### src/sv/gpio_controller_event_detect_macros.svh
// Assertion macros for the GPIO controller with event detection.
// Each macro expands to a labeled concurrent assertion in simulation
// and to nothing when the design is synthesized.
`ifndef GPIO_CONTROLLER_EVENT_DETECT_MACROS_SVH
`define GPIO_CONTROLLER_EVENT_DETECT_MACROS_SVH

`ifndef SYNTHESIS

// The property holds at every clock edge outside reset.
`define GCED_ASSERT(lbl, clk, rstn, prop) \
  lbl: assert property (@(posedge clk) disable iff (!rstn) (prop)) \
    else $error("gpio controller assertion failed");

// When the condition holds, the consequence holds in the next cycle.
`define GCED_ASSERT_NEXT(lbl, clk, rstn, pre, post) \
  lbl: assert property (@(posedge clk) disable iff (!rstn) (pre) |=> (post)) \
    else $error("gpio controller assertion failed");

`else

`define GCED_ASSERT(lbl, clk, rstn, prop)
`define GCED_ASSERT_NEXT(lbl, clk, rstn, pre, post)

`endif

`endif

### src/sv/gced_pkg.sv
`default_nettype none

package gced_pkg;

  localparam int PinCount    = 58;
  localparam int HighWidth   = 26;
  localparam int FselWords   = 6;
  localparam int FselPerWord = 10;
  localparam int FselPins    = FselWords * FselPerWord;
  localparam int PullWords   = 4;
  localparam int PullPerWord = 16;

  typedef logic [PinCount-1:0] pins_t;

  typedef enum logic [1:0] {
    KindRead  = 2'd0,
    KindWrite = 2'd1,
    KindTick  = 2'd2
  } kind_e;

  typedef enum logic [4:0] {
    RegFsel0 = 5'd0,
    RegFsel5 = 5'd5,
    RegSet0  = 5'd6,
    RegSet1  = 5'd7,
    RegClr0  = 5'd8,
    RegClr1  = 5'd9,
    RegLev0  = 5'd10,
    RegLev1  = 5'd11,
    RegSts0  = 5'd12,
    RegSts1  = 5'd13,
    RegRise0 = 5'd14,
    RegRise1 = 5'd15,
    RegFall0 = 5'd16,
    RegFall1 = 5'd17,
    RegHigh0 = 5'd18,
    RegHigh1 = 5'd19,
    RegLow0  = 5'd20,
    RegLow1  = 5'd21,
    RegPull0 = 5'd22,
    RegPull3 = 5'd25
  } reg_e;

  typedef struct packed {
    logic [1:0]           kind;
    logic [4:0]           reg_index;
    logic [31:0]          write_data;
    logic [31:0]          pins_in_low;
    logic [HighWidth-1:0] pins_in_high;
  } in_t;

  typedef struct packed {
    logic [31:0]          read_data;
    logic [31:0]          drive_level_low;
    logic [HighWidth-1:0] drive_level_high;
    logic [31:0]          drive_enable_low;
    logic [HighWidth-1:0] drive_enable_high;
    logic                 irq_bank0;
    logic                 irq_bank1;
  } out_t;

  typedef struct packed {
    logic [PinCount-1:0][2:0] fsel;
    logic [PinCount-1:0][1:0] pull;
    pins_t                    latch;
    pins_t                    rise;
    pins_t                    fall;
    pins_t                    high;
    pins_t                    low;
    pins_t                    status;
    pins_t                    sample;
  } state_t;

  // Word of a banked pin vector: bank 0 is pins 0-31, bank 1 the rest.
  function automatic logic [31:0] bank_word(input pins_t v, input logic bank);
    logic [63:0] t;
    t = 64'(v);
    return bank ? t[63:32] : t[31:0];
  endfunction

  // Replace one bank of a pin vector with a word; pins that do not exist drop out.
  function automatic pins_t bank_put(input pins_t v, input logic bank,
                                     input logic [31:0] w);
    logic [63:0] t;
    t = 64'(v);
    if (bank) begin
      t[63:32] = w;
    end else begin
      t[31:0] = w;
    end
    return t[PinCount-1:0];
  endfunction

endpackage

`default_nettype wire

### src/sv/gced_state.sv
`default_nettype none

module gced_state (
  input  wire logic            clk_i,
  input  wire logic            rst_ni,
  input  wire logic            upd_i,
  input  wire gced_pkg::in_t   item_i,
  output gced_pkg::state_t     st_q_o,
  output gced_pkg::state_t     st_d_o
);
  import gced_pkg::*;

  state_t                   st_q;
  state_t                   st_d;
  logic [PinCount-1:0][2:0] fsel_d;
  logic [PinCount-1:0][1:0] pull_d;
  pins_t                    latch_d;
  pins_t                    rise_d;
  pins_t                    fall_d;
  pins_t                    high_d;
  pins_t                    low_d;
  pins_t                    status_d;
  pins_t                    sample_d;
  pins_t                    smp;
  pins_t                    hit;
  logic                     wr;
  logic                     tick;
  logic                     bank;

  assign wr   = upd_i && (item_i.kind == KindWrite);
  assign tick = upd_i && (item_i.kind == KindTick);
  assign bank = item_i.reg_index[0];
  assign smp  = PinCount'(64'({item_i.pins_in_high, item_i.pins_in_low}));

  for (genvar p = 0; p < PinCount; p++) begin : g_pin
    localparam int PullWord = p / PullPerWord;
    localparam int PullSlot = p % PullPerWord;

    if (p < FselPins) begin : g_fsel
      localparam int FselWord = p / FselPerWord;
      localparam int FselSlot = p % FselPerWord;
      assign fsel_d[p] = (wr && item_i.reg_index == 5'(RegFsel0 + FselWord))
                         ? item_i.write_data[3*FselSlot +: 3] : st_q.fsel[p];
    end else begin : g_nofsel
      assign fsel_d[p] = st_q.fsel[p];
    end

    assign pull_d[p] = (wr && item_i.reg_index == 5'(RegPull0 + PullWord))
                       ? item_i.write_data[2*PullSlot +: 2] : st_q.pull[p];
  end

  always_comb begin
    latch_d  = st_q.latch;
    rise_d   = st_q.rise;
    fall_d   = st_q.fall;
    high_d   = st_q.high;
    low_d    = st_q.low;
    status_d = st_q.status;
    sample_d = st_q.sample;
    hit      = (st_q.rise & smp & ~st_q.sample)
             | (st_q.fall & ~smp & st_q.sample)
             | (st_q.high & smp)
             | (st_q.low & ~smp);
    if (wr) begin
      if (item_i.reg_index inside {RegSet0, RegSet1}) begin
        latch_d = st_q.latch | bank_put('0, bank, item_i.write_data);
      end
      if (item_i.reg_index inside {RegClr0, RegClr1}) begin
        latch_d = st_q.latch & ~bank_put('0, bank, item_i.write_data);
      end
      if (item_i.reg_index inside {RegSts0, RegSts1}) begin
        status_d = st_q.status & ~bank_put('0, bank, item_i.write_data);
      end
      if (item_i.reg_index inside {RegRise0, RegRise1}) begin
        rise_d = bank_put(st_q.rise, bank, item_i.write_data);
      end
      if (item_i.reg_index inside {RegFall0, RegFall1}) begin
        fall_d = bank_put(st_q.fall, bank, item_i.write_data);
      end
      if (item_i.reg_index inside {RegHigh0, RegHigh1}) begin
        high_d = bank_put(st_q.high, bank, item_i.write_data);
      end
      if (item_i.reg_index inside {RegLow0, RegLow1}) begin
        low_d = bank_put(st_q.low, bank, item_i.write_data);
      end
    end else if (tick) begin
      status_d = st_q.status | hit;
      sample_d = smp;
    end
  end

  assign st_d = '{fsel: fsel_d, pull: pull_d, latch: latch_d, rise: rise_d,
                  fall: fall_d, high: high_d, low: low_d, status: status_d,
                  sample: sample_d};

  always_ff @(posedge clk_i or negedge rst_ni) begin
    if (!rst_ni) begin
      st_q <= '0;
    end else begin
      st_q <= st_d;
    end
  end

  assign st_q_o = st_q;
  assign st_d_o = st_d;

endmodule

`default_nettype wire

### src/sv/gced_rdmux.sv
`default_nettype none

module gced_rdmux (
  input  wire gced_pkg::state_t st_i,
  input  wire logic [4:0]       reg_index_i,
  output logic [31:0]           rd_o
);
  import gced_pkg::*;

  wire logic [31:0] fsel_word [FselWords];
  wire logic [31:0] pull_word [PullWords];

  for (genvar r = 0; r < FselWords; r++) begin : g_fw
    for (genvar k = 0; k < FselPerWord; k++) begin : g_slot
      if (r * FselPerWord + k < PinCount) begin : g_pin
        assign fsel_word[r][3*k +: 3] = st_i.fsel[r * FselPerWord + k];
      end else begin : g_none
        assign fsel_word[r][3*k +: 3] = 3'b000;
      end
    end
    assign fsel_word[r][31:3*FselPerWord] = '0;
  end

  for (genvar q = 0; q < PullWords; q++) begin : g_pw
    for (genvar k = 0; k < PullPerWord; k++) begin : g_slot
      if (q * PullPerWord + k < PinCount) begin : g_pin
        assign pull_word[q][2*k +: 2] = st_i.pull[q * PullPerWord + k];
      end else begin : g_none
        assign pull_word[q][2*k +: 2] = 2'b00;
      end
    end
  end

  always_comb begin
    rd_o = '0;
    if (reg_index_i inside {[RegFsel0:RegFsel5]}) begin
      rd_o = fsel_word[3'(reg_index_i)];
    end else if (reg_index_i inside {[RegPull0:RegPull3]}) begin
      rd_o = pull_word[2'(reg_index_i - RegPull0)];
    end else begin
      case (reg_index_i)
        RegLev0, RegLev1:   rd_o = bank_word(st_i.sample, reg_index_i[0]);
        RegSts0, RegSts1:   rd_o = bank_word(st_i.status, reg_index_i[0]);
        RegRise0, RegRise1: rd_o = bank_word(st_i.rise, reg_index_i[0]);
        RegFall0, RegFall1: rd_o = bank_word(st_i.fall, reg_index_i[0]);
        RegHigh0, RegHigh1: rd_o = bank_word(st_i.high, reg_index_i[0]);
        RegLow0, RegLow1:   rd_o = bank_word(st_i.low, reg_index_i[0]);
        default:            rd_o = '0;
      endcase
    end
  end

endmodule

`default_nettype wire

### src/sv/gpio_controller_event_detect.sv
// An accepted transaction waits in the input register until the result register can take it.
// Throughput: one transaction per cycle while the result register is not full and stalled.
// Reset: rst_ni is asynchronous and active low; it clears all pin state and both valid flags.
// After reset all pins are inputs with no pull, latches, enables, status and samples are zero.
`default_nettype none

`include "gpio_controller_event_detect_macros.svh"

module gpio_controller_event_detect (
  input  wire logic          clk_i,
  input  wire logic          rst_ni,
  input  wire logic          in_valid_i,
  output logic               in_stall_o,
  input  wire gced_pkg::in_t in_data_i,
  output logic               out_valid_o,
  input  wire logic          out_stall_i,
  output gced_pkg::out_t     out_data_o
);
  import gced_pkg::*;

  // Input register. A transaction sits here, and stays while the result
  // register is full and stalled, as the state module applies it and the
  // read mux picks its read word.
  logic   in_vld_q;
  logic   in_vld_d;
  in_t    in_q;

  // Result register. It parts the two sides, so a new transaction enters
  // while the previous result still waits to be taken.
  logic   out_vld_q;
  logic   out_vld_d;
  out_t   out_q;
  out_t   res_d;

  logic   out_ready;
  logic   adv;
  logic   in_acc;
  logic [31:0] rd;
  pins_t  drv;
  state_t st_q;
  state_t st_d;

  // The result register can take a new value when it is empty or its
  // value is leaving in this cycle.
  assign out_ready  = !out_vld_q || !out_stall_i;
  assign adv        = in_vld_q && out_ready;
  assign in_stall_o = in_vld_q && !out_ready;
  assign in_acc     = in_valid_i && !in_stall_o;

  always_comb begin
    in_vld_d = in_vld_q;
    if (in_acc) begin
      in_vld_d = 1'b1;
    end else if (adv) begin
      in_vld_d = 1'b0;
    end
  end

  always_comb begin
    out_vld_d = out_vld_q;
    if (adv) begin
      out_vld_d = 1'b1;
    end else if (out_ready) begin
      out_vld_d = 1'b0;
    end
  end

  // Pin state only changes when the held transaction moves on to the
  // result register, so every read sees all earlier writes and ticks.
  gced_state u_state (
    .clk_i  (clk_i),
    .rst_ni (rst_ni),
    .upd_i  (adv),
    .item_i (in_q),
    .st_q_o (st_q),
    .st_d_o (st_d)
  );

  // Reads return the register word as it stands before the transaction.
  gced_rdmux u_rdmux (
    .st_i        (st_q),
    .reg_index_i (in_q.reg_index),
    .rd_o        (rd)
  );

  // The outputs other than read data show the state after the transaction.
  for (genvar p = 0; p < PinCount; p++) begin : g_drv
    assign drv[p] = (st_d.fsel[p] == 3'd1);
  end

  always_comb begin
    res_d.read_data         = (in_q.kind == KindRead) ? rd : '0;
    res_d.drive_level_low   = bank_word(st_d.latch, 1'b0);
    res_d.drive_level_high  = HighWidth'(bank_word(st_d.latch, 1'b1));
    res_d.drive_enable_low  = bank_word(drv, 1'b0);
    res_d.drive_enable_high = HighWidth'(bank_word(drv, 1'b1));
    res_d.irq_bank0         = |bank_word(st_d.status, 1'b0);
    res_d.irq_bank1         = |bank_word(st_d.status, 1'b1);
  end

  always_ff @(posedge clk_i or negedge rst_ni) begin
    if (!rst_ni) begin
      in_vld_q  <= 1'b0;
      out_vld_q <= 1'b0;
    end else begin
      in_vld_q  <= in_vld_d;
      out_vld_q <= out_vld_d;
    end
  end

  always_ff @(posedge clk_i) begin
    if (in_acc) begin
      in_q <= in_data_i;
    end
    if (adv) begin
      out_q <= res_d;
    end
  end

  assign out_valid_o = out_vld_q;
  assign out_data_o  = out_q;

  // A transaction that moves on always shows up as a result.
  `GCED_ASSERT_NEXT(a_adv_gives_result, clk_i, rst_ni, adv, out_vld_q)

  // The input side is held back only by a full, stalled result register.
  `GCED_ASSERT(a_stall_cause, clk_i, rst_ni, !in_stall_o || (out_vld_q && out_stall_i))

  // Pin state is untouched while no transaction moves on.
  `GCED_ASSERT_NEXT(a_state_hold, clk_i, rst_ni, !adv, $stable(st_q))

  // A waiting result agrees with the state it was taken from.
  `GCED_ASSERT(a_irq0_match, clk_i, rst_ni,
               !out_vld_q || (out_q.irq_bank0 == (|bank_word(st_q.status, 1'b0))))
  `GCED_ASSERT(a_irq1_match, clk_i, rst_ni,
               !out_vld_q || (out_q.irq_bank1 == (|bank_word(st_q.status, 1'b1))))

endmodule

`default_nettype wire
### config.mk
export PLATFORM = sky130hd
export DESIGN_NAME = gpio_controller_event_detect
export DESIGN_NICKNAME = d
export VERILOG_FILES = /design/src/sv/gced_pkg.sv /design/src/sv/gced_state.sv /design/src/sv/gced_rdmux.sv /design/src/sv/gpio_controller_event_detect.sv
export VERILOG_INCLUDE_DIRS = /design/src /design/src/sv
export SDC_FILE = /design/constraint.sdc
export NUM_CORES = 1
export LEC_CHECK = 0
export BUFFER_PORTS_ARGS = -buffer_cell sky130_fd_sc_hd__buf_2
export CAP_MARGIN = 5
export CORE_ASPECT_RATIO = 0.8
export CORE_MARGIN = 2
export CORE_UTILIZATION = 30
export CTS_CLUSTER_DIAMETER = 40
export CTS_CLUSTER_SIZE = 40
export DETAILED_ROUTE_END_ITERATION = 16
export REMOVE_ABC_BUFFERS = 1
export SYNTH_ARGS = -nofsm -noshare
export SYNTH_HDL_FRONTEND = slang
export SYNTH_HIERARCHICAL = 1
export SYNTH_SLANG_ARGS = --single-unit
export TNS_END_PERCENT = 1
### constraint.sdc
create_clock -name clk_i -period 18.3 [get_ports clk_i]
set_clock_uncertainty 0.1 [all_clocks]
set_input_delay 3.66 -clock clk_i [delete_from_list [all_inputs] [get_ports clk_i]]
set_output_delay 3.66 -clock clk_i [all_outputs]
set_load 0.05 [all_outputs]
Word level (Yosys, flattened, before mapping)

Cells that the tools add are included.

Add/subtract/negate cells: 1
Multiply operators: 0
Divide/modulo/power cells: 0
Magnitude comparators: 6
Eq/ne operators: 85
Shift operators: 0
Muxes and demuxes: 97
Bitwise operators: 21
Reductions and logical operators: 50

Operator list:

| operator             | number |
|---|---|
| $mux W32             | 19 |
| $and A58 B58 Y58     | 8 |
| $mux W58             | 6 |
| $or A58 B58 Y58      | 5 |
| $not A58 Y58         | 4 |
| $pmux W32 S6         | 1 |
| $mux W26             | 7 |
| $eq A3 B1 Y1 const B | 58 |
| $mux W3              | 58 |
| $bmux W32 S3         | 1 |
| $bmux W32 S2         | 1 |
| $eq A5 B5 Y1 const B | 10 |
| $eq A5 B4 Y1 const B | 8 |
| $reduce_or A32 Y1    | 1 |
| $reduce_or A26 Y1    | 1 |
| $reduce_and A3 Y1    | 8 |
| $eq A5 B3 Y1 const B | 4 |
| $reduce_bool A2 Y1   | 9 |
| $logic_and A1 B1 Y1  | 17 |
| $reduce_or A2 Y1     | 6 |
| $eq A5 B2 Y1 const B | 2 |
| $eq A5 B1 Y1 const B | 1 |
| $ge A5 B1 Y1 const B | 1 |
| $ge A5 B5 Y1 const B | 1 |
| other kinds (16)     | 23 |

Register bits after elaboration: 945
Latch bits: 0
Bits in writable memories: 0
ROM bits: 0
Output and inout port bits: 152
Logic and storage cells: 401
Memories: 0

Longest topological paths before layout

Gate-level depths: netlist of run 1.

Depth in word-level cells: 10
Mapped depth: 10
Gate-level depth less buffers: 7

By module

The synthesis of run 1 kept the hierarchy.

Modules (own cells, without submodules):

| module                       | times used | cells an instance | area each (sq um) | sequential area each (sq um) |
|---|---|---|---|---|
| gced_state                   | 1          | 1872              | 27597.7           | 17416.7 |
| gpio_controller_event_detect | 1          | 369               | 8287.9            | 7467.2 |
| gced_rdmux                   | 1          | 603               | 5316.3            | 0.0 |

Worst setup path before layout of run 1

No wires, ideal clock.

Path kind: input -> register
Start point: input out_stall_i
End point: register out_q, in the netlist out_data_o[0], data pin
Setup time: 0.271 ns
Arrival time: 18.112 ns
Path slack: -0.183 ns
Stages on the path: 8
Path buffers: 1
Path through: a21boi_0 > nand4b_1 > nor4_2 > clkbuf_1 > a2bb2oi_1 > or4_4 > nor3_2 > nand4_1

RTL lines:

| what                 | RTL line                            | text |
|---|---|---|
| start, declared      | gpio_controller_event_detect.sv:16  | `input wire logic out_stall_i,` |
| end signal, assigned | gpio_controller_event_detect.sv:116 | `out_q <= res_d;` |
| end, declared        | gpio_controller_event_detect.sv:32  | `out_t out_q;` |

Worst setup path in the final report of run 1

Start point: input out_stall_i
End point: output in_stall_o

Cells in the longest elaborated chain, start to end: 4

RTL lines:

| what                | RTL line                           | text |
|---|---|---|
| $logic_not A1 Y1    | gpio_controller_event_detect.sv:45 | `assign out_ready = !out_vld_q \|\| !out_stall_i;` |
| $logic_or A1 B1 Y1  | gpio_controller_event_detect.sv:45 |  |
| $logic_not A1 Y1    | gpio_controller_event_detect.sv:47 | `assign in_stall_o = in_vld_q && !out_ready;` |
| $logic_and A1 B1 Y1 | gpio_controller_event_detect.sv:47 |  |
| end, declared       | gpio_controller_event_detect.sv:13 | `output logic in_stall_o,` |

Every way passes these cells.

==> results of run 1 <==
-- worst max-delay path, cell delays in order --
cell and delay, ns:
buf_2 0.13, nand3_1 0.13, inv_1 0.10, buf_2 0.26
-- metal layers --
layer | GRT usage | vias up
met4 | 0.0621 | 8
met5 | 0 | -
met3 | 0.0336 | 215
met2 | 0.271 | 737
li1 | - | 11400
met1 | 0.246 | 13800
-- sequential cells by signal, indices dropped and copies added, names as in the netlist --
signal / flops
in_q: 97
in_vld_q: 1
out_data_o: 150
out_valid_o: 1
u_state/st_q_o: 696
-- layout make-up --
type	instances	share of cell area
diodes	3	0.000151
clock buffers	198	0.0870
clock inverters	91	0.0213
inverters	69	0.00520
multi-input cells	1601	0.303
flip-flops and latches	945	0.499
well taps	1783	0.0447
repair buffers	335	0.0390
-- logic make-up after synthesis --
| kind of cell | Yosys count |
|---|---|
| buf+inv | 298 |
| flops | 945 |
| simple gates | 300 |
| compound gates | 477 |
| mux | 824 |
-- stage by stage --
stage / hold WS, ns / utilization / setup TNS [ns]
finish: 0.380 / 0.366 / 0
global route: 0.405 / 0.366 / 0
CTS: 0.384 / 0.366 / 0
detailed placement: 0.365 / 0.326 / 0
global placement: 0.363 / 0.326 / 0
floorplan: 0.342 / - / -944.67
-- where the power goes --
part           switching, mW  internal [mW]
combinational          0.384          0.269
sequential             0.152           2.40
clock                   1.11           1.89
total                   1.64           4.56
-- layout by cell type (no fill, tap or decap), types with 32 or more instances in the layout --
cell type / count
buf_4: 79
and2_1: 32
buf_2: 251
clkbuf_16: 161
edfxtp_1: 247
mux4_2: 47
nor3b_1: 59
o22ai_1: 111
mux2i_1: 160
a211oi_1: 61
mux2_1: 37
a311oi_1: 58
a21oi_1: 69
nand2b_1: 63
nor4_1: 39
dfrtp_1: 698
inv_1: 68
a31oi_1: 58
mux2_2: 580
a2bb2oi_1: 59
-- path summary, 6_finish.rpt --
kind | startpoint | endpoint
setup / recovery | out_stall_i | in_stall_o
hold / removal | u_state/st_q_o[463] | u_state/st_q_o[463]
setup reg to reg | in_q[90] | out_data_o[141]
hold reg to reg | u_state/st_q_o[463] | u_state/st_q_o[463]
max in group asynchronous | rst_ni | u_state/st_q_o[530]
min in group asynchronous | rst_ni | u_state/st_q_o[24]
==> summary.txt, run 1 <==
Power and ir drop
  – Leak Pwr: 21.8 nW
  – Worst VDD drop: 0.0920 mV
  – Pwr per Cell Area: 124 nW/um2
  – Total Power: 6.20 mW

Synthesis
  – #FFs+latches synth: 945
  – Post-synthesis compound-gate area fraction: 0.0817
  – Synth Warn #: 6
  – Syn_area_per_cell: 14.5 um2
  – Post-Synth XOR/XNOR Area: 0
  – Synth Area in Adders: 0
  – Portion of netlist area occupied by mux cells: 0.233
  – Ranking of synthesized cells by area: dfrtp_1, edfxtp_1, mux2_2
  – Most used DFF post-synth: dfrtp_1
  – Yosys top cell area share: 0.424
  – Biggest area consumer among synthesized cells: dfrtp_1
  – Post-synthesis simple-gate area fraction: 0.0488
  – Sequential-to-total area share from yosys stat: 0.604
  – Post-Syn Instances: 2,844
  – Unique cell type count in the Yosys netlist: 60
  – Largest family of logic cells by synthesized area: multiplexers
  – Top cells by count, synth: dfrtp_1, mux2_2, edfxtp_1
  – Async SR Flop Fraction: 0.739
  – Post-Syn Area: 41,200 um2
  – EDFF count, synth: 247
  – Most frequent cell after synthesis: dfrtp_1

Die
  – Initial Util: 0.302
  – Rows: 121
  – Die Wd: 418 um
  – Core area: 136,000 um2
  – # IOs: 253
  – Die height: 335 um
  – Die area: 140,000 um2

Clocking
  – CTS buffer count: 154
  – Number of setup buffers added after CTS: 0
  – TritonCTS clock tree: built
  – Clock Tree Buf Depth: 3
  – Clock root buffer: clkbuf_16
  – Clock-pin slew on the worst setup and hold paths: 0.05 ns
  – Htree depth: 4
  – Clock latency on the worst-skew pair: 0.75 ns
  – Post-cts sizing count: 0
  – Hold Buf Count CTS: 0
  – Clock Sink Count: 945

Cells and area
  – Register area: 24,900 um2
  – Finished layout cell area: 49,900 um2
  – Area growth from synthesis to layout: 21.0%
  – Layout Nets: 3,207
  – Final Non-Filler Cells: 5,025
  – Area of the multi-input gates: 15,100 um2
  – Ratio of cells with drive above 1 in the final layout: 0.388
  – Number of fill cells in the layout: 13,000

Setup path
  – CP max FO: 3
  – Crit path launch type: input pin
  – Worst reg-to-reg setup slack: 13.60 ns
  – FF-to-FF path depth: 7
  – Crit path kind: in -> out
  – Setup crit end kind: output pin
  – Critical Path RT: 14.54 ns
  – Arr. time, crit path: 4.29 ns

Placed design
  – Pre-CTS WS: 10.22 ns
  – Area post-placement: 44,400 um2
  – Gp weighted congestion: 0.810
  – Placed insts: 4,733
  – Detail Placement HPWL: 76,400 um
  – I/O Buffers: 252

Detailed routing
  – Iter 0 DRT Violations: 2,216
  – Routed length on met2: 57,100 um
  – Routed wl met3: 6610 um
  – Vias: 26,100
  – DRT Pass-1 Iters: 5
  – Final ANT Viol Nets: 0
  – DR vias/cell: 5.20
  – WL met1: 57,400 um
  – DRC Markers: 0
  – Top sig layer: met5
  – Routed wire length: 125,000 um
  – Routed length per instance: 24.8 um

GRT
  – First-pass GRT wire length: 184,000 um
  – Tot GR Track Use: 0.176
  – Vias in the first global route: 27,000
  – Largest net degree at the start of global routing: 163
  – Initial antenna violation count: 10
  – Global route overflow: 0

STA
  – Post-layout minimum cycle time: 8.05 ns
  – Slew HR: 0.209
  – Slew Limit Fails: 0
  – Final worst-path cycle share: 0.440
  – Final Worst Setup Slack: 10.25 ns
  – Slew @ Worst Pin: 1.18 ns
  – Hold Vio Cnt, Final: 0
  – RSZ-0062 raised after global routing: no
  – Achievable frequency: 124 MHz
  – Final setup violation count: 0

Min path
  – Hold Path Class: reg -> reg
  – Worst hold path depth: 1

Run
  – Max-cap viol count: 0

Run status
  – Run status: complete, no violations
Power figures use the tool's default switching activity.
==> inputs of run 2 (changes only) <==
==> constraint.sdc (replaced) <==
create_clock -name clk_i -period 6.5 [get_ports clk_i]
set_clock_uncertainty 0.1 [all_clocks]
set_input_delay 1.3 -clock clk_i [delete_from_list [all_inputs] [get_ports clk_i]]
set_output_delay 1.3 -clock clk_i [all_outputs]
set_load 0.05 [all_outputs]
==> run 2 against run 1 <==
Net effect: setup slack got worse by 7.9 ns; core utilization fell by 0.13 points; wire length increased by 0.17%; total power grew to 2.8 times the previous value; global-route usage rose by 0.16 points; clock-buffer cell count shrank 22; final area decreased by 0.36%; sequential share of layout area increased by 0.18 points; register-to-register slack worse by 11 ns; first-iteration DRC count is 16% lower; via count barely moved; sequential cell count unchanged; critical path type is now reg -> reg.
==> summary.txt, run 2 (same netlist as run 1, synthesis figures left out) <==
Clocking
  – Post-cts sizing count: 0 (unchanged)
  – Hold Buf Count CTS: 0 (unchanged)
  – Clock Tree Buf Depth: 3 (unchanged)
  – Htree depth: 4 (unchanged)
  – Clock Sink Count: 945 (unchanged)
  – TritonCTS clock tree: built
  – Clock-pin slew on the worst setup and hold paths: 0.06 ns (about the same)
  – Number of setup buffers added after CTS: 0 (unchanged)
  – Clock root buffer: clkbuf_16
  – Clock latency on the worst-skew pair: 0.77 ns (+0.02 ns)
  – CTS buffer count: 146 (-5.2%)

Setup path
  – Crit path max-delay family: buffers and inverters
  – CP max FO: 48 (+45)
  – R2R Path Start: in_q[90]
  – CP max-delay cell: nor4_1
  – Crit path kind: reg -> reg
  – Setup crit end kind: flip-flop
  – Crit Reg-Reg Endpoint: out_data_o[135]
  – Crit path largest cell delay: 0.95 ns (+0.69 ns)
  – Crit path launch type: flip-flop
  – Worst reg-to-reg setup slack: 2.33 ns (-11.27 ns)
  – Critical Path RT: 6.92 ns (-7.62 ns)
  – FF-to-FF path depth: 7 (unchanged)
  – Critical Path, Cell by Cell: buf_4, buf_4, mux2i_1, o22ai_1, nor4_1, o22ai_1, and2_1
  – Arr. time, crit path: 4.59 ns (+0.30 ns)
  – CP Buf/Inv Count: 2 (-1)

Cells and area
  – Number of flip-flops under the largest register name: 696 (unchanged)
  – Final Non-Filler Cells: 5,016 (-0.18%)
  – Most common cell after layout, fill and taps aside: dfrtp_1
  – Number of fill cells in the layout: 13,100 (+0.71%)
  – Most frequent cells in the layout: dfrtp_1, mux2_2, buf_2, edfxtp_1, mux2i_1
  – Area growth from synthesis to layout: 20.6%
  – Layout Nets: 3,204 (-0.094%)
  – Ratio of cells with drive above 1 in the final layout: 0.391 (+0.00306)

STA
  – Slew HR: 0.123 (-0.0866)
  – Setup_tns: 0 ns (unchanged)
  – Post-layout minimum cycle time: 4.17 ns
  – Final worst-path cycle share: 0.642
  – Achievable frequency: 240 MHz
  – Hold Vio Cnt, Final: 0 (unchanged)
  – Final setup violation count: 0 (unchanged)
  – Slew Limit Fails: 0 (unchanged)
  – Slew @ Worst Pin: 1.30 ns (+0.129 ns)
  – RSZ-0062 raised after global routing: no

Detailed routing
  – DR vias/cell: 5.21 (+0.12%)
  – DRC Markers: 0 (unchanged)
  – DRT Pass-1 Iters: 7 (+2)
  – Routed length per instance: 24.9 um (+0.35%)
  – Vias: 26,100 (-0.061%)
  – Final ANT Viol Nets: 0 (unchanged)
  – Iter 0 DRT Violations: 1,853 (-16%)
  – Routed wire length: 125,000 um (+0.17%)

Run status
  – Run status: complete, no violations

GRT
  – First-pass GRT wire length: 184,000 um (about the same)
  – Largest net degree at the start of global routing: 157 (-3.7%)
  – Global route overflow: 0 (unchanged)
  – Initial antenna violation count: 5 (-5)
  – Vias in the first global route: 26,900 (-0.49%)
  – Tot GR Track Use: 0.177 (+0.00159)

Die
  – Die Wd: 418 um (unchanged)
  – Core area: 136,000 um2 (unchanged)
  – Rows: 121 (unchanged)
  – Die area: 140,000 um2 (unchanged)
  – Initial Util: 0.302 (unchanged)
  – # IOs: 253 (unchanged)
  – Die height: 335 um (unchanged)

Run
  – Max-cap viol count: 0 (unchanged)

Min path
  – Hold endpoint: u_state/st_q_o[463]
  – Hold Crit Start: u_state/st_q_o[463]
  – Worst hold path depth: 1 (unchanged)
  – Hold Path Class: reg -> reg

Power and ir drop
  – Pwr per Cell Area: 345 nW/um2 (+180%)
  – Worst VDD drop: 0.261 mV (+180%)
  – Leak Pwr: 21.8 nW (-0.33%)

Placed design
  – Gp weighted congestion: 0.807 (-0.40%)
  – Detail Placement HPWL: 78,500 um (+2.7%)
  – I/O Buffers: 252 (unchanged)
  – Placed insts: 4,738 (+0.11%)
==> run 2: routing by layer <==
layer,wire length (um),global-route usage,up-vias
li1,-,-,11400
met1,56300,0.243,13700
met3,7710,0.0423,210
met5,81,0,-
met4,3790,0.0644,8
met2,57200,0.273,735
==> run 2: worst max-delay path by stage <==
stage | startpoint | endpoint | slack, ns | cells after the start
5_1_grt | in_q[90] | out_data_o[134] | 2.06 | 7
4_1_cts | in_q[90] | out_data_o[134] | 2.30 | 7
3_5_place_dp | out_stall_i | out_data_o[1] | 1.66 | 8
6_report | in_q[90] | out_data_o[135] | 2.33 | 7
3_3_place_gp | out_stall_i | out_data_o[1] | 1.88 | 8
2_1_floorplan | out_stall_i | out_data_o[0] | -15.59 | 7
==> run 2: cell type report <==
cell class,instances,area [um2],share of cell area
diodes,4,10.0,0.000201
clock buffers,176,4070,0.0819
clock inverters,98,1060,0.0214
inverters,69,259,0.00521
multi-input cells,1601,15100,0.305
flip-flops and latches,945,24900,0.501
well taps,1783,2230,0.0449
repair buffers,340,2030,0.0409
==> run 2: worst reg2reg max path, stage by stage (launching register included) <==
cell	delay [ns]
edfxtp_1	0.65
buf_4	0.74
buf_4	0.58
mux2i_1	0.26
o22ai_1	0.10
nor4_1	0.95
o22ai_1	0.31
and2_1	0.25
==> run 2: metrics by stage <==
stage	power (mW)	setup WS [ns]	area [um2]	utilization	hold slack, ns
final	17.1	2.33	49700	0.365	0.378
after global routing	17.8	2.06	49700	0.365	0.405
after CTS	17.3	2.30	49700	0.365	0.383
after detailed placement	9.14	1.66	44500	0.327	0.372
after global placement	9.11	1.88	44500	0.327	0.361
after floorplan	8.54	-15.59	40100	-	0.342
==> run 2: report_power, final <==
part / total, mW / internal [mW] / switching (mW)
Clock: 8.11 / 5.00 / 3.11
Combinational: 1.83 / 0.759 / 1.07
Sequential: 7.21 / 6.77 / 0.440
==> inputs of run 3 (changes only) <==
--- a/config.mk
+++ b/config.mk
@@ -6,6 +6,7 @@
 export SDC_FILE = /design/constraint.sdc
 export NUM_CORES = 1
 export LEC_CHECK = 0
+export ABC_AREA = 1
 export BUFFER_PORTS_ARGS = -buffer_cell sky130_fd_sc_hd__buf_2
 export CAP_MARGIN = 5
 export CORE_ASPECT_RATIO = 0.8
==> constraint.sdc (replaced) <==
create_clock -name clk_i -period 3.5 [get_ports clk_i]
set_clock_uncertainty 0.1 [all_clocks]
set_input_delay 0.7 -clock clk_i [delete_from_list [all_inputs] [get_ports clk_i]]
set_output_delay 0.7 -clock clk_i [all_outputs]
set_load 0.05 [all_outputs]
==> run 3 against run 2 <==
Net effect: register-to-register slack worse by 2.0 ns; final cell count up 47%; sequential cell count unchanged; critical path depth up 4; fmax up 32%; sequential power up 86%; combinational power up 110%; setup slack worse by 2.0 ns; first-iteration DRC count up 130%; worst hold slack worse by 0.35 ns; final area up 5.4%; largest power group unchanged; highest routed layer unchanged.
==> summary.txt, run 3 <==
Clocking
  – Clock Tree Buf Depth: 3 (unchanged)
  – Clock latency on the worst-skew pair: 0.78 ns (about the same)
  – Clock-pin slew on the worst setup and hold paths: 0.06 ns (about the same)
  – Htree depth: 4 (unchanged)
  – TritonCTS clock tree: built
  – CTS buffer count: 130 (-11%)
  – Clock Sink Count: 945 (unchanged)
  – Clock root buffer: clkbuf_16

Placed design
  – Placed insts: 7,053 (+49%)
  – Detail Placement HPWL: 103,000 um (+31%)
  – Gp weighted congestion: 0.899 (+11%)
  – I/O Buffers: 252 (unchanged)

Cells and area
  – Antenna Cells: 0 (-4)
  – Most frequent cells in the layout: nand2_1, dfrtp_1, o21ai_0, inv_1, nand3_1
  – Ratio of cells with drive above 1 in the final layout: 0.125 (-0.266)
  – Area growth from synthesis to layout: 22.4%
  – Layout Nets: 5,503 (+72%)
  – Final core utilization: 0.371 (+0.00681)
  – Most common cell after layout, fill and taps aside: nand2_1
  – Final Non-Filler Cells: 7,386 (+47%)
  – Number of flip-flops under the largest register name: 696 (unchanged)

Run status
  – Run status: complete, no violations

Synthesis
  – Sequential-to-total area share from yosys stat: 0.582 (-0.0220)
  – Most frequent cell after synthesis: nand2_1
  – Yosys top cell area share: 0.408 (-0.0154)
  – Post-Syn Area: 42,800 um2 (+3.8%)
  – Most used DFF post-synth: dfrtp_1
  – Post-Syn Instances: 5,063 (+78%)
  – Synth Warn #: 6 (unchanged)
  – Unique cell type count in the Yosys netlist: 29 (-52%)
  – #FFs+latches synth: 945 (unchanged)
  – Ranking of synthesized cells by area: dfrtp_1, edfxtp_1, nand2_1
  – Biggest area consumer among synthesized cells: dfrtp_1
  – Top cells by count, synth: nand2_1, dfrtp_1, o21ai_0
  – EDFF count, synth: 247 (unchanged)
  – Async SR Flop Fraction: 0.739 (unchanged)
  – Syn_area_per_cell: 8.45 um2 (-42%)

STA
  – Hold Vio Cnt, Final: 0 (unchanged)
  – Slew HR: 0.373 (+0.250)
  – Post-layout minimum cycle time: 3.17 ns (-1.00 ns)
  – Final setup violation count: 0 (unchanged)
  – Slew @ Worst Pin: 0.941 ns (-0.363 ns)
  – Final worst-path cycle share: 0.907 (+0.265)
  – RSZ-0062 raised after global routing: no
  – Slew Limit Fails: 0 (unchanged)
  – Achievable frequency: 315 MHz (+32%)

Setup path
  – Crit path kind: reg -> reg
  – Crit path launch type: flip-flop
  – Setup crit end kind: flip-flop
  – Arr. time, crit path: 3.59 ns (-1.00 ns)
  – Critical Path RT: 3.91 ns (-3.01 ns)
  – CP max FO: 19 (-60%)

Detailed routing
  – DRT Pass-1 Iters: 6 (-1)
  – DRC Markers: 0 (unchanged)
  – Routed wire length: 154,000 um (+23%)
  – Iter 0 DRT Violations: 4,315 (+130%)
  – Routed length per instance: 20.9 um (-16%)
  – DR vias/cell: 5.02 (-3.7%)
  – Final ANT Viol Nets: 0 (unchanged)
  – Vias: 37,000 (+42%)

GRT
  – Largest net degree at the start of global routing: 98 (-38%)
  – Global route overflow: 0 (unchanged)
  – Initial antenna violation count: 2 (-3)
  – Tot GR Track Use: 0.209 (+0.0312)
  – First-pass GRT wire length: 229,000 um (+24%)
  – Vias in the first global route: 35,300 (+31%)

Power and ir drop
  – Pwr per Cell Area: 596 nW/um2 (+73%)
  – Worst VDD drop: 0.528 mV (+100%)
  – Leak Pwr: 24.0 nW (+10%)

Die
  – Die area: 146,000 um2 (+3.7%)
  – Die height: 342 um (+1.8%)
  – Rows: 123 (+1.7%)
  – Die Wd: 426 um (+1.9%)
  – Initial Util: 0.303 (+0.000937)
  – # IOs: 253 (unchanged)
  – Core area: 141,000 um2 (+3.5%)

Min path
  – Hold Path Class: in -> reg

Run
  – Max-cap viol count: 0 (unchanged)
==> run 3: timing repair <==
item | 4_1_cts | 5_1_grt
setup buffers | 0 | 0
endpoints found under the hold margin | 134 | 0
endpoints found under the setup margin | 0 | 0
hold buffers | 92 | 0
resized for setup | 0 | 0
==> run 3: kinds of logic after synthesis <==
family | after synthesis | synth area share
AO/OA/AOI/OAI | 881 | 0.105
buffers and inverters | 750 | 0.0711
flip-flops | 945 | 0.582
AND/OR/NAND/NOR | 2487 | 0.242
==> run 3: metal layers <==
layer  vias up  wire length, um  GRT usage
met2      1740            68500      0.320
li1      17200                -          -
met3       269            13700     0.0441
met4         4             5170     0.0752
met5         -               34          0
met1     17900            66600      0.290
==> run 3: cell type report <==
cell class | instances | area, um2
clock inverters | 89 | 1120
clock buffers | 152 | 3480
inverters | 461 | 1740
multi-input cells | 3368 | 15000
flip-flops and latches | 945 | 24900
well taps | 1875 | 2350
fillers | 14500 | 88600
repair buffers | 496 | 3800
==> run 3: stage by stage <==
step | area [um2] | setup slack (ns) | power [mW] | hold WS (ns) | TNS, ns
detailed placement | 46800 | -0.00264 | 17.4 | 0.373 | -0.00264
floorplan | 41400 | -11.62 | 15.8 | 0.304 | -8299.62
CTS | 52400 | 0.372 | 31.5 | 0.000741 | 0
global placement | 46800 | -0.0152 | 17.3 | 0.366 | -0.0152
global route | 52400 | 0.141 | 32.5 | 0.0117 | 0
finish | 52400 | 0.326 | 31.2 | 0.0269 | 0
==> run 3: power by group <==
part           total, mW  switching, mW  internal (mW)
Sequential          13.4          0.820           12.6
Combinational       3.90           2.75           1.14
Clock               13.9           5.76           8.17
==> run 3: final timing paths <==
| check | depth (start not counted) | end | from | slack, ns |
|---|---|---|---|---|
| max | 11 | out_data_o[1] | out_valid_o | 0.33 |
| min | 1 | in_q[0] | in_data_i[0] | 0.03 |
| max reg2reg | 11 | out_data_o[1] | out_valid_o | 0.33 |
| min reg2reg | 2 | u_state/st_q_o[422] | u_state/st_q_o[422] | 0.39 |
| max in group asynchronous | 3 | u_state/st_q_o[168] | rst_ni | 1.79 |
| min in group asynchronous | 2 | u_state/st_q_o[579] | rst_ni | 0.40 |
==> run 3: critical path, stage by stage (launching register included) <==
cell	delay, ns
dfrtp_1	0.41
a21oi_4	0.34
nand2_1	0.15
nor2_4	0.16
buf_4	0.31
nand3_1	0.29
nor2_1	0.18
a21oi_1	0.08
nor2_1	0.26
nand4_1	0.33
nor2_1	0.23
nand2_1	0.06
